## src/rtl/iba_pkg.sv

```systemverilog
package iba_pkg;

  localparam int IBA_DEPTH       = 32;
  localparam int IBA_COORD_BITS  = 12;
  localparam int IBA_THR_BITS    = 17;
  localparam int IBA_PROB_BITS   = 16;
  localparam int IBA_CLASS_BITS  = 8;
  localparam int IBA_HITS_BITS   = 16;
  localparam int IBA_INDEX_BITS  = 5;
  localparam int IBA_FRAC_BITS   = 16;

  localparam logic [IBA_THR_BITS-1:0] IBA_THR_RESET = 17'd32768;

  localparam logic OP_BOX  = 1'b0;
  localparam logic OP_DUMP = 1'b1;

  localparam logic KIND_BOX   = 1'b0;
  localparam logic KIND_ENTRY = 1'b1;

  typedef struct packed {
    logic s0;
    logic s1;
  } eval_ctl_t;

endpackage

```

## src/rtl/iba_req_if.sv

```systemverilog
interface iba_req_if #(parameter int COORD_BITS = 12);
  logic                  valid;
  logic                  ready;
  logic                  op;
  logic [7:0]            box_class;
  logic [15:0]           probability;
  logic [COORD_BITS-1:0] box_xmin;
  logic [COORD_BITS-1:0] box_ymin;
  logic [COORD_BITS-1:0] box_xmax;
  logic [COORD_BITS-1:0] box_ymax;

  modport source (output valid, op, box_class, probability, box_xmin, box_ymin, box_xmax,
                  box_ymax, input ready);
  modport sink (input valid, op, box_class, probability, box_xmin, box_ymin, box_xmax,
                box_ymax, output ready);
endinterface

```

## src/rtl/iba_res_if.sv

```systemverilog
interface iba_res_if #(parameter int COORD_BITS = 12);
  logic                  valid;
  logic                  ready;
  logic                  kind;
  logic                  entry_valid;
  logic                  is_new;
  logic                  table_full;
  logic [4:0]            out_index;
  logic [7:0]            out_class;
  logic [15:0]           out_confidence;
  logic [COORD_BITS-1:0] out_x;
  logic [COORD_BITS-1:0] out_y;
  logic [COORD_BITS-1:0] out_w;
  logic [COORD_BITS-1:0] out_h;
  logic                  last;

  modport source (output valid, kind, entry_valid, is_new, table_full, out_index, out_class,
                  out_confidence, out_x, out_y, out_w, out_h, last, input ready);
  modport sink (input valid, kind, entry_valid, is_new, table_full, out_index, out_class,
                out_confidence, out_x, out_y, out_w, out_h, last, output ready);
endinterface

```

## src/rtl/iba_cfg_if.sv

```systemverilog
interface iba_cfg_if;
  logic        valid;
  logic        ready;
  logic [16:0] iou_threshold;

  modport source (output valid, iou_threshold, input ready);
  modport sink (input valid, iou_threshold, output ready);
endinterface

```

## src/rtl/iba_cell.sv

```systemverilog
module iba_cell #(
  parameter int W = 8
) (
  input  logic         clk,
  input  logic         rst,
  input  logic         shift,
  input  logic         d_valid,
  input  logic [W-1:0] d_data,
  output logic         q_valid,
  output logic [W-1:0] q_data
);

  always_ff @(posedge clk) begin
    if (rst) begin
      q_valid <= 1'b0;
    end else if (shift) begin
      q_valid <= d_valid;
    end
  end

  always_ff @(posedge clk) begin
    if (shift) begin
      q_data <= d_data;
    end
  end

endmodule

```

## src/rtl/iba_eval.sv

```systemverilog
module iba_eval
  import iba_pkg::*;
#(
  parameter int COORD_BITS = IBA_COORD_BITS
) (
  input  logic                    clk,
  input  eval_ctl_t               ctl,
  input  logic                    eligible,
  input  logic [COORD_BITS-1:0]   ex,
  input  logic [COORD_BITS-1:0]   ey,
  input  logic [COORD_BITS-1:0]   ew,
  input  logic [COORD_BITS-1:0]   eh,
  input  logic [COORD_BITS-1:0]   bx,
  input  logic [COORD_BITS-1:0]   by,
  input  logic [COORD_BITS-1:0]   bw,
  input  logic [COORD_BITS-1:0]   bh,
  input  logic [IBA_THR_BITS-1:0] thr,
  output logic                    hit
);

  localparam int C  = COORD_BITS;
  localparam int A  = 2 * C;
  localparam int CW = A + IBA_FRAC_BITS + 2;

  logic [C:0]   ex_end, bx_end, x_hi, x_lo, x_ext, x_sum;
  logic [C:0]   ey_end, by_end, y_hi, y_lo, y_ext, y_sum;
  logic [C-1:0] iw_next, ih_next;
  logic [C-1:0] iw, ih;
  logic         elig0, elig1;
  logic [A-1:0] inter, earea, barea;
  logic [A:0]   uni;
  logic [CW-1:0] lhs, rhs;

  // overlap per axis: w1 + w2 - (max end - min start)
  always_comb begin
    ex_end  = {1'b0, ex} + {1'b0, ew};
    bx_end  = {1'b0, bx} + {1'b0, bw};
    x_hi    = (ex_end > bx_end) ? ex_end : bx_end;
    x_lo    = (ex < bx) ? {1'b0, ex} : {1'b0, bx};
    x_ext   = x_hi - x_lo;
    x_sum   = {1'b0, ew} + {1'b0, bw};
    iw_next = (x_sum > x_ext) ? C'(x_sum - x_ext) : '0;
    ey_end  = {1'b0, ey} + {1'b0, eh};
    by_end  = {1'b0, by} + {1'b0, bh};
    y_hi    = (ey_end > by_end) ? ey_end : by_end;
    y_lo    = (ey < by) ? {1'b0, ey} : {1'b0, by};
    y_ext   = y_hi - y_lo;
    y_sum   = {1'b0, eh} + {1'b0, bh};
    ih_next = (y_sum > y_ext) ? C'(y_sum - y_ext) : '0;
  end

  always_ff @(posedge clk) begin
    if (ctl.s0) begin
      iw    <= iw_next;
      ih    <= ih_next;
      elig0 <= eligible;
    end
    if (ctl.s1) begin
      inter <= iw * ih;
      earea <= ew * eh;
      barea <= bw * bh;
      elig1 <= elig0;
    end
  end

  // cross-multiplied test: inter * 2^16 > thr * union
  always_comb begin
    uni = {1'b0, earea} + {1'b0, barea} - {1'b0, inter};
    lhs = {2'b00, inter, {IBA_FRAC_BITS{1'b0}}};
    rhs = CW'(thr) * CW'(uni);
    hit = elig1 && (lhs > rhs);
  end

endmodule

```

## src/rtl/iou_box_association_table.sv

```systemverilog
// IoU box association table. Each request is either a detection box or a dump.
// A box is checked against every table entry in index order, through states
// S_P0, S_P1 and S_P2 for each entry in one overlap / multiply / compare unit fed
// from the head of a rotating ring of entry cells; when the box is inserted as a
// new entry the ring rotates once more in S_INS, and its single result is then
// loaded and handed off from S_OUT. A dump rotates the ring once, one entry per
// cycle when the output is free, emitting TABLE_DEPTH results with last on the
// final one and clearing every entry. The threshold register is written through
// the cfg channel, which is always ready; write it only while the block is idle.
module iou_box_association_table
  import iba_pkg::*;
#(
  parameter int TABLE_DEPTH = IBA_DEPTH,
  parameter int COORD_BITS  = IBA_COORD_BITS
) (
  input logic         clk,
  input logic         rst,
  iba_req_if.sink     box_in,
  iba_res_if.source   res_out,
  iba_cfg_if.sink     cfg
);

  localparam int C  = COORD_BITS;
  localparam int IW = $clog2(TABLE_DEPTH);
  localparam int DW = IBA_CLASS_BITS + IBA_PROB_BITS + 4 * C + IBA_HITS_BITS;
  localparam logic [IW-1:0] LAST_IDX = IW'(TABLE_DEPTH - 1);

  localparam logic [2:0] S_IDLE = 3'd0;
  localparam logic [2:0] S_P0   = 3'd1;
  localparam logic [2:0] S_P1   = 3'd2;
  localparam logic [2:0] S_P2   = 3'd3;
  localparam logic [2:0] S_INS  = 3'd4;
  localparam logic [2:0] S_DUMP = 3'd5;
  localparam logic [2:0] S_OUT  = 3'd6;

  logic [2:0]  state;
  logic [IW-1:0] idx;
  logic [IBA_THR_BITS-1:0] thr;

  logic [IBA_CLASS_BITS-1:0] b_cls;
  logic [IBA_PROB_BITS-1:0]  b_prob;
  logic [C-1:0] b_x, b_y, b_w, b_h;

  logic found, free_found;
  logic [IW-1:0] first_idx, free_idx;

  logic          cell_v [TABLE_DEPTH];
  logic [DW-1:0] cell_d [TABLE_DEPTH];
  logic          shift;
  logic          head_v, head_v_next;
  logic [DW-1:0] head_d, head_d_next;

  logic [IBA_CLASS_BITS-1:0] h_cls;
  logic [IBA_PROB_BITS-1:0]  h_conf;
  logic [C-1:0]              h_x, h_y, h_w, h_h;
  logic [IBA_HITS_BITS-1:0]  h_hits, h_hits_inc;

  eval_ctl_t ctl;
  logic      hit, upd, out_free;

  assign cfg.ready    = 1'b1;
  assign box_in.ready = (state == S_IDLE);
  assign out_free     = !res_out.valid || res_out.ready;

  always_ff @(posedge clk) begin
    if (rst) begin
      thr <= IBA_THR_RESET;
    end else if (cfg.valid) begin
      thr <= cfg.iou_threshold;
    end
  end

  assign head_v = cell_v[TABLE_DEPTH-1];
  assign head_d = cell_d[TABLE_DEPTH-1];
  assign {h_cls, h_conf, h_x, h_y, h_w, h_h, h_hits} = head_d;
  assign h_hits_inc = (h_hits == '1) ? h_hits : h_hits + 1'b1;

  generate
    for (genvar k = 0; k < TABLE_DEPTH; k++) begin : g_ring
      if (k == 0) begin : g_first
        iba_cell #(.W(DW)) u_cell (
          .clk(clk), .rst(rst), .shift(shift),
          .d_valid(head_v_next), .d_data(head_d_next),
          .q_valid(cell_v[k]), .q_data(cell_d[k])
        );
      end else begin : g_rest
        iba_cell #(.W(DW)) u_cell (
          .clk(clk), .rst(rst), .shift(shift),
          .d_valid(cell_v[k-1]), .d_data(cell_d[k-1]),
          .q_valid(cell_v[k]), .q_data(cell_d[k])
        );
      end
    end
  endgenerate

  assign ctl.s0 = (state == S_P0);
  assign ctl.s1 = (state == S_P1);

  iba_eval #(.COORD_BITS(C)) u_eval (
    .clk(clk), .ctl(ctl),
    .eligible(head_v && (h_cls == b_cls)),
    .ex(h_x), .ey(h_y), .ew(h_w), .eh(h_h),
    .bx(b_x), .by(b_y), .bw(b_w), .bh(b_h),
    .thr(thr), .hit(hit)
  );

  assign upd = hit && (b_prob > h_conf);

  always_comb begin
    shift       = 1'b0;
    head_v_next = head_v;
    head_d_next = head_d;
    case (state)
      S_P2: begin
        shift = 1'b1;
        if (upd) begin
          head_d_next = {h_cls, b_prob, b_x, b_y, b_w, b_h, h_hits_inc};
        end
      end
      S_INS: begin
        shift = 1'b1;
        if (idx == free_idx) begin
          head_v_next = 1'b1;
          head_d_next = {b_cls, b_prob, b_x, b_y, b_w, b_h, {IBA_HITS_BITS{1'b0}}};
        end
      end
      S_DUMP: begin
        shift       = out_free;
        head_v_next = 1'b0;
      end
      default: begin
        shift = 1'b0;
      end
    endcase
  end

  always_ff @(posedge clk) begin
    if (rst) begin
      state         <= S_IDLE;
      idx           <= '0;
      found         <= 1'b0;
      free_found    <= 1'b0;
      res_out.valid <= 1'b0;
    end else begin
      if (out_free && (state == S_DUMP || state == S_OUT)) begin
        res_out.valid <= 1'b1;
      end else if (res_out.ready) begin
        res_out.valid <= 1'b0;
      end
      case (state)
        S_IDLE: begin
          idx <= '0;
          if (box_in.valid) begin
            found      <= 1'b0;
            free_found <= 1'b0;
            state      <= (box_in.op == OP_DUMP) ? S_DUMP : S_P0;
          end
        end
        S_P0: state <= S_P1;
        S_P1: state <= S_P2;
        S_P2: begin
          idx <= (idx == LAST_IDX) ? '0 : idx + 1'b1;
          if (hit && !found) begin
            found     <= 1'b1;
            first_idx <= idx;
          end
          if (!head_v && !free_found) begin
            free_found <= 1'b1;
            free_idx   <= idx;
          end
          if (idx == LAST_IDX) begin
            if (!found && !hit && (free_found || !head_v)) begin
              state <= S_INS;
            end else begin
              state <= S_OUT;
            end
          end else begin
            state <= S_P0;
          end
        end
        S_INS: begin
          idx <= idx + 1'b1;
          if (idx == LAST_IDX) begin
            state <= S_OUT;
          end
        end
        S_DUMP: begin
          if (out_free) begin
            idx <= idx + 1'b1;
            if (idx == LAST_IDX) begin
              state <= S_IDLE;
            end
          end
        end
        S_OUT: begin
          if (out_free) begin
            state <= S_IDLE;
          end
        end
        default: state <= S_IDLE;
      endcase
    end
  end

  // box capture
  always_ff @(posedge clk) begin
    if (box_in.valid && box_in.ready) begin
      b_cls  <= box_in.box_class;
      b_prob <= box_in.probability;
      b_x    <= box_in.box_xmin;
      b_y    <= box_in.box_ymin;
      b_w    <= (box_in.box_xmax >= box_in.box_xmin) ? box_in.box_xmax - box_in.box_xmin : '0;
      b_h    <= (box_in.box_ymax >= box_in.box_ymin) ? box_in.box_ymax - box_in.box_ymin : '0;
    end
  end

  // result payload
  always_ff @(posedge clk) begin
    if (state == S_DUMP && out_free) begin
      res_out.kind        <= KIND_ENTRY;
      res_out.entry_valid <= head_v;
      res_out.is_new      <= 1'b0;
      res_out.table_full  <= 1'b0;
      res_out.out_index   <= 5'(idx);
      res_out.out_class   <= head_v ? h_cls : '0;
      res_out.out_confidence <= head_v ? h_conf : '0;
      res_out.out_x       <= head_v ? h_x : '0;
      res_out.out_y       <= head_v ? h_y : '0;
      res_out.out_w       <= head_v ? h_w : '0;
      res_out.out_h       <= head_v ? h_h : '0;
      res_out.last        <= (idx == LAST_IDX);
    end else if (state == S_OUT && out_free) begin
      res_out.kind        <= KIND_BOX;
      res_out.entry_valid <= found || free_found;
      res_out.is_new      <= !found && free_found;
      res_out.table_full  <= !found && !free_found;
      res_out.out_index   <= found ? 5'(first_idx) : (free_found ? 5'(free_idx) : 5'd0);
      res_out.out_class   <= '0;
      res_out.out_confidence <= '0;
      res_out.out_x       <= '0;
      res_out.out_y       <= '0;
      res_out.out_w       <= '0;
      res_out.out_h       <= '0;
      res_out.last        <= 1'b1;
    end
  end

endmodule

```

## src/flat_wrapper.sv

```systemverilog
// flat-port wrapper written by rule: the top's interface ports become plain ports
module iou_box_association_table_flat import iba_pkg::*;
#(
  parameter int TABLE_DEPTH = IBA_DEPTH,
  parameter int COORD_BITS  = IBA_COORD_BITS
)
  (clk, rst, box_in_valid, box_in_op, box_in_box_class, box_in_probability, box_in_box_xmin, box_in_box_ymin, box_in_box_xmax, box_in_box_ymax, box_in_ready, res_out_valid, res_out_kind, res_out_entry_valid, res_out_is_new, res_out_table_full, res_out_out_index, res_out_out_class, res_out_out_confidence, res_out_out_x, res_out_out_y, res_out_out_w, res_out_out_h, res_out_last, res_out_ready, cfg_valid, cfg_iou_threshold, cfg_ready);
  iba_req_if #(.COORD_BITS(COORD_BITS)) box_in_i ();
  iba_res_if #(.COORD_BITS(COORD_BITS)) res_out_i ();
  iba_cfg_if cfg_i ();
  input logic clk;
  input logic rst;
  input wire logic [$bits(box_in_i.valid)-1:0] box_in_valid;
  input wire logic [$bits(box_in_i.op)-1:0] box_in_op;
  input wire logic [$bits(box_in_i.box_class)-1:0] box_in_box_class;
  input wire logic [$bits(box_in_i.probability)-1:0] box_in_probability;
  input wire logic [$bits(box_in_i.box_xmin)-1:0] box_in_box_xmin;
  input wire logic [$bits(box_in_i.box_ymin)-1:0] box_in_box_ymin;
  input wire logic [$bits(box_in_i.box_xmax)-1:0] box_in_box_xmax;
  input wire logic [$bits(box_in_i.box_ymax)-1:0] box_in_box_ymax;
  output wire logic [$bits(box_in_i.ready)-1:0] box_in_ready;
  output wire logic [$bits(res_out_i.valid)-1:0] res_out_valid;
  output wire logic [$bits(res_out_i.kind)-1:0] res_out_kind;
  output wire logic [$bits(res_out_i.entry_valid)-1:0] res_out_entry_valid;
  output wire logic [$bits(res_out_i.is_new)-1:0] res_out_is_new;
  output wire logic [$bits(res_out_i.table_full)-1:0] res_out_table_full;
  output wire logic [$bits(res_out_i.out_index)-1:0] res_out_out_index;
  output wire logic [$bits(res_out_i.out_class)-1:0] res_out_out_class;
  output wire logic [$bits(res_out_i.out_confidence)-1:0] res_out_out_confidence;
  output wire logic [$bits(res_out_i.out_x)-1:0] res_out_out_x;
  output wire logic [$bits(res_out_i.out_y)-1:0] res_out_out_y;
  output wire logic [$bits(res_out_i.out_w)-1:0] res_out_out_w;
  output wire logic [$bits(res_out_i.out_h)-1:0] res_out_out_h;
  output wire logic [$bits(res_out_i.last)-1:0] res_out_last;
  input wire logic [$bits(res_out_i.ready)-1:0] res_out_ready;
  input wire logic [$bits(cfg_i.valid)-1:0] cfg_valid;
  input wire logic [$bits(cfg_i.iou_threshold)-1:0] cfg_iou_threshold;
  output wire logic [$bits(cfg_i.ready)-1:0] cfg_ready;
  assign box_in_i.valid = box_in_valid;
  assign box_in_i.op = box_in_op;
  assign box_in_i.box_class = box_in_box_class;
  assign box_in_i.probability = box_in_probability;
  assign box_in_i.box_xmin = box_in_box_xmin;
  assign box_in_i.box_ymin = box_in_box_ymin;
  assign box_in_i.box_xmax = box_in_box_xmax;
  assign box_in_i.box_ymax = box_in_box_ymax;
  assign box_in_ready = box_in_i.ready;
  assign res_out_valid = res_out_i.valid;
  assign res_out_kind = res_out_i.kind;
  assign res_out_entry_valid = res_out_i.entry_valid;
  assign res_out_is_new = res_out_i.is_new;
  assign res_out_table_full = res_out_i.table_full;
  assign res_out_out_index = res_out_i.out_index;
  assign res_out_out_class = res_out_i.out_class;
  assign res_out_out_confidence = res_out_i.out_confidence;
  assign res_out_out_x = res_out_i.out_x;
  assign res_out_out_y = res_out_i.out_y;
  assign res_out_out_w = res_out_i.out_w;
  assign res_out_out_h = res_out_i.out_h;
  assign res_out_last = res_out_i.last;
  assign res_out_i.ready = res_out_ready;
  assign cfg_i.valid = cfg_valid;
  assign cfg_i.iou_threshold = cfg_iou_threshold;
  assign cfg_ready = cfg_i.ready;
  iou_box_association_table #(.TABLE_DEPTH(TABLE_DEPTH), .COORD_BITS(COORD_BITS)) u_core (.clk(clk), .rst(rst), .box_in(box_in_i), .res_out(res_out_i), .cfg(cfg_i));
endmodule
```

## config.mk

```make
export PLATFORM = sky130hd
export DESIGN_NAME = iou_box_association_table_flat
export DESIGN_NICKNAME = d
export VERILOG_FILES = /design/src/rtl/iba_pkg.sv /design/src/rtl/iba_req_if.sv /design/src/rtl/iba_res_if.sv /design/src/rtl/iba_cfg_if.sv /design/src/rtl/iba_cell.sv /design/src/rtl/iba_eval.sv /design/src/rtl/iou_box_association_table.sv /design/src/flat_wrapper.sv
export SDC_FILE = /design/constraint.sdc
export NUM_CORES = 2
export LEC_CHECK = 0
export CORE_MARGIN = 5
export CORE_UTILIZATION = 57
export DETAILED_ROUTE_END_ITERATION = 10
export DONT_BUFFER_PORTS = 1
export PLACE_DENSITY = 0.78
export SETUP_SLACK_MARGIN = 0.1
export SLEW_MARGIN = 20
export SYNTH_ARGS = -nofsm -noshare
export SYNTH_HDL_FRONTEND = slang
export SYNTH_SLANG_ARGS = --single-unit
```

## constraint.sdc

```tcl
create_clock -name clk -period 132.8 [get_ports clk]
set_input_delay 39.84 -clock clk [delete_from_list [all_inputs] [get_ports clk]]
set_output_delay 39.84 -clock clk [all_outputs]
set_load 0.03 [all_outputs]
```

## After elaboration in Yosys (flattened, before gate mapping)

Index checks and enable logic that the tools add are counted.

| storage, ports and cells | value |
|---|---|
| output and inout port bits | 85 |
| bits in registers | 3138 |
| input port bits | 95 |
| logic and storage cells | 232 |

| operators by class | value |
|---|---|
| muxes and demuxes | 53 |
| equality and inequality tests | 17 |
| bitwise operators | 1 |
| multiply operators | 4 |
| add/sub/neg operators | 16 |
| reductions and logical operators | 34 |
| order comparisons | 10 |

Operator list:

| operator | number |
|---|---|
| one-hot mux 88 bit (2 select lines) | 1 |
| two-way mux 12 bit | 11 |
| two-way mux 88 bit | 1 |
| two-way mux 80 bit | 1 |
| adder 12 x 12 -> 13 bit | 6 |
| multiplier 12 x 12 -> 24 bit | 3 |
| two-way mux 16 bit | 4 |
| > comparator 13 bit | 4 |
| subtractor 12 bit | 4 |
| > comparator 40 x 42 -> 1 bit | 1 |
| multiplier 17 x 25 -> 42 bit | 1 |
| two-way mux 5 bit | 6 |
| two-way mux 13 bit | 2 |
| subtractor 13 x 12 -> 13 bit | 2 |
| adder 24 x 24 -> 25 bit | 1 |
| subtractor 25 x 24 -> 25 bit | 1 |
| >= comparator 12 bit | 2 |
| less-than comparator 12 bit | 2 |
| two-way mux 8 bit | 3 |
| two-way mux 3 bit | 7 |
| one-hot mux 3 bit (7 select lines) | 1 |
| one-hot mux 5 bit (4 select lines) | 1 |
| adder 16 x 1 -> 16 bit, second input constant | 1 |
| == test 16 bit, second input constant | 1 |
| other kinds (24) | 68 |

## Logic depth before layout (Yosys ltp)

| depth | value |
|---|---|
| depth in word-level cells | 11 |
| depth in mapped cells | 52 |
| gate-level depth less buffers | 49 |

## Hierarchy

Synthesis repeated with hierarchy kept, for this count alone.

| unflattened totals | value |
|---|---|
| cells, all modules | 8469 |
| area, all modules | 136408.3 sq um |

Modules (own cells, without submodules):

| module | area each (sq um) | times used | cells an instance |
|---|---|---|---|
| iba_cell | 2676.3 | 32 | 91 |
| iba_eval | 40476.3 | 1 | 4627 |
| iou_box_association_table | 10289.9 | 1 | 930 |

## Worst setup path before layout

Ideal clock, no wire load.

| timing | value |
|---|---|
| path kind | input to register |
| from | input res_out_ready |
| to | register u_core.g_ring[0].g_first.u_cell.q_data[16], enable pin |
| setup time | 3561 ps |
| arrival | 102325 ps |
| cell stages on the path | 6 |
| slack | 26914 ps |
| path buffers | 2 |
| required time | 129239 ps |
| cells stage by stage | nor2b_1 clkbuf_1 a21oi_1 nor2_1 inv_1 buf_1 |

| on the way | value |
|---|---|
| longest elaborated chain between the ends | 2 |

RTL lines:

| item | RTL line | source |
|---|---|---|
| from (decl) | flat_wrapper.sv:35 | `input wire logic [$bits(res_out_i.ready)-1:0] res_out_ready;` |
| logical OR 1 bit | iou_box_association_table.sv:63 | `assign out_free = !res_out.valid \|\| res_out.ready;` |
| one-hot mux 1 bit (2 select lines) | iou_box_association_table.sv:113 | `case (state)` |
| named net u_core.g_ring[0].g_first.u_cell.shift | iba_cell.sv:6 | `input logic shift,` |
| to (signal assigned) | iba_cell.sv:23 | `q_data <= d_data;` |
| to (decl) | iba_cell.sv:10 | `output logic [W-1:0] q_data` |

The timed path passes the listed nets, and every way through them passes these cells.
A chain may end at the register's enable or synchronous reset.

## Worst setup path after layout

| timing | value |
|---|---|
| from | input res_out_ready |
| to | register u_core.g_ring[14].g_rest.u_cell.q_data[25], enable pin |

| on the way | value |
|---|---|
| longest elaborated chain between the ends | 2 |

RTL lines:

| item | RTL line |
|---|---|
| logical OR 1 bit | iou_box_association_table.sv:63 |
| one-hot mux 1 bit (2 select lines) | iou_box_association_table.sv:113 |
| to (signal assigned) | iba_cell.sv:23 |
| to (decl) | iba_cell.sv:10 |

No other way between the ends.

==> impl_results.md <==
* Worst skew pair latency at just under 0.9 ns
* Final min period at roughly 45 ns
* Effective utilization at floorplan at about 57%
* Leading area contributor after synthesis: edfxtp_1
* Seq/Total Area, Yosys at about two thirds
* Postcts setup bufs at 0
* Die area at roughly 220000 µm²
* CP arrival at 45.90 ns
* WHS Endpoint: u_core.g_ring[1].g_rest.u_cell.q_data[28]
* Top cell by count, worst path: buf_4
* Fill cells at 14230
* Total GRT Usage at between 20% and 30%
* Run status: complete, no violations
* Share of cells above drive strength 1 at around 7.5%
* EDFF count, synth at 2563
* R2R setup slack at ~120 ns
* Mapped Cells at approximately 7600
* Clock tree buffer depth at 3
* DRC Markers at 0
* Antenna violations before repair at 18
* Routed vias/inst at ~5.6
* Flops & latches, synth at 2626
* Reg clk slew, reported paths at around 0.070 ns
* Beginning of the worst hold path: u_core.g_ring[0].g_first.u_cell.q_data[28]
* DRT iter0 DRCs at roughly 5800
* Async set-or-reset flop fraction in the synthesized netlist at 0%
* Crit Path Category: input port to register
* Pin count of the biggest net entering global routing at approximately 230
* Vias in the first global route at slightly above 60000
* CP endpoint kind: register
* Crit path max-delay family: buffers and inverters
* Max FO, Critical Path at between 200 and 250
* CTS tree: done
* # IOs at 180
* CTS Hold Bufs at 0
* Post-synthesis net count at between 8000 and 9000
* R2R Path Start: u_core.u_eval.inter[5]
* R2R Path End: u_core.g_ring[0].g_first.u_cell.q_data[17]
* Synth-to-Final Area Change at 9.754%
* Clock Tree Root: clkbuf_16
* Routed len/inst at approximately 22 µm
* Post-synth top flop: edfxtp_1
* Crit-path cells: nor2b_2 > a21oi_1 > nor2_2 > buf_4 > inv_8 > buf_4 > buf_12 > buf_4 > buf_4 > buf_4
* Global-route wire length before repair at approximately 360000 µm
* Worst setup SP type: input port
* Buffers on Ports at 0
* DRT antenna net count at 0
* Cts bufs inserted at between 200 and 250
* Hold path cells at 0
* Final setup fails at 0
* Unrepaired setup endpoints after global routing: false
* Std cell rows at ~170
* Slew at the pin closest to its max-slew limit at ~1.2 ns
* Top-count cell post-synth: edfxtp_1
* MaxCap Viol Count at 0
* Yosys warnings at 0
* Synthesized area at 118700 µm²
* Yosys top cell area share at about two thirds
* Post-route setup TNS at 0 ns
* Slowest Stage Delay on Critical Path at 0.93 ns
* Register Area at 78230 µm²
* Worst Path Required at 133.28 ns
* CP max stage cell: buf_4
* Placeable Area at just over 200000 µm²
* # nets final at 9097
* Clock Skew at between 0.07 and 0.08 ns
* Final wirelength at roughly 230000 µm
* Synth cell count leaders: edfxtp_1, inv_1, nand2_1, fa_1, ha_1
* DR pass1 iterations at 8
* GRT overflow at 0
* Post-CTS Resized at 0
* Die height at between 400 and 500 µm
* Clock H-tree levels at 4
* Clk sink count at about 2600
* Distinct cells, synth at 86
* Syn avg cell area at roughly 16 µm²
* Hold Path Class: register to register
* Crit share post-route at between 30 and 40%
* Worst Path Buf+Inv at 7
* Number of max-slew violations in the final report at 0
* Peak Freq at around 0.022 GHz
* Hold Fails Final Rpt at 0
* Path length in cells of the critical path at 10
* Multi-input logic area at between 30000 and 40000 µm²
* Synth area leaders: edfxtp_1, fa_1, ha_1
* Max_slew headroom at roughly a fifth
* Die Wd at approximately 470 µm
* Final Wtd Congestion at approximately 0.87
* Vias after detailed routing at 60310
* Worst Reg-to-Reg Cells at 41
* Hpwl dp at ~140000 µm
-- how the worst max path moves through the flow --
stage	startpoint	endpoint	slack, ns
after floorplan	res_out_ready	u_core.g_ring[0].g_first.u_cell.q_data[16]	26.91
after CTS	res_out_ready	u_core.g_ring[15].g_rest.u_cell.q_data[25]	87.41
after global routing	res_out_ready	u_core.g_ring[12].g_rest.u_cell.q_data[26]	86.90
after global placement	res_out_ready	u_core.g_ring[15].g_rest.u_cell.q_data[25]	86.67
final	res_out_ready	u_core.g_ring[14].g_rest.u_cell.q_data[25]	87.38
after detailed placement	res_out_ready	u_core.g_ring[13].g_rest.u_cell.q_data[25]	86.49
-- cells by family after synthesis --
logic type / count (synthesis) / synth area share (%)
buffers and inverters: 1180 / 3.827
other: 1 / 0.003159
XOR/XNOR: 234 / 1.726
flip-flops: 2626 / 65.89
AND/OR/NAND/NOR: 1621 / 6.509
multiplexers: 123 / 1.306
AO/OA/AOI/OAI: 609 / 3.337
adder cells (fa/ha/maj): 1243 / 17.40
-- sequential cells by signal (all words and copies together) (netlist names), 12 cells and up --
signal                               flops
u_core.b_h                              12
u_core.b_prob                           16
u_core.b_w                              12
u_core.b_x                              12
u_core.b_y                              12
u_core.g_ring.g_first.u_cell.q_data     72
u_core.g_ring.g_rest.u_cell.q_data    2232
u_core.g_ring.g_rest.u_cell.q_valid     31
u_core.res_out.out_confidence           16
u_core.res_out.out_h                    12
u_core.res_out.out_w                    12
u_core.res_out.out_x                    12
u_core.res_out.out_y                    12
u_core.thr                              17
u_core.u_eval.barea                     24
u_core.u_eval.earea                     24
u_core.u_eval.ih                        12
u_core.u_eval.inter                     24
u_core.u_eval.iw                        12
-- layout make-up --
cell class	count	share of cell area [%]
inverter	980	2.830
multi-input combinational	3831	27.72
timing repair buffer	80	0.5435
clock buffer	278	4.782
antenna	6	0.01152
tap	2788	2.677
clock inverter	166	1.390
sequential	2626	60.04
-- routing by layer --
layer  track usage (%)  share of wire [%]  up-vias
met3             3.975                7.2      477
met5                 0             0.0064        -
met1             30.77                 43    30780
li1                  -                  -    26750
met2             34.11                 47     2302
met4             7.808                3.5        2
-- cells in the final DEF, fill, tap and decap left out, drive strengths merged, types with 8 or more instances in the layout --
master    Yosys  layout
nor2b        60      60
dfxtp        63      63
a21o         75      75
a211oi       17      17
o21bai       34      34
bufinv        0      28
buf          16      80
o211ai        8       8
mux2i        48      48
inv         979     990
clkbuf      184     278
and3         74      74
or2          14      14
o2111ai       8       8
edfxtp     2563    2563
o41ai        24      24
and2        301     301
nor4         24      24
a31oi        17      17
nand2b       39      39
nand4        32      32
o21ai       116     116
clkinv        1     117
fa          680     680
a21oi       200     200
mux2         75      75
ha          563     563
clkinvlp      0      11
xnor2       158     158
xor2         76      76
nor3         69      69
nand3        48      48
or3          12      12
o21a         37      37
nand2       705     705
nor2        227     227
-- per-stage QoR --
stage	area (µm²)	hold slack (ns)	setup slack (ns)	utilization [%]	cells
2_1_floorplan	118700	0.4003	26.91	-	7637
3_3_place_gp	122200	0.4003	86.67	59.00	10300
3_5_place_dp	122200	0.4045	86.49	59.01	10300
4_1_cts	130200	0.3546	87.41	62.89	10750
5_1_grt	130300	0.3694	86.90	62.92	10750
6_report	130300	0.3680	87.38	62.92	10760
Power is left out: the tool's default activity adds up to more than one toggle a clock period on the data nets, which glitch-free logic cannot reach.
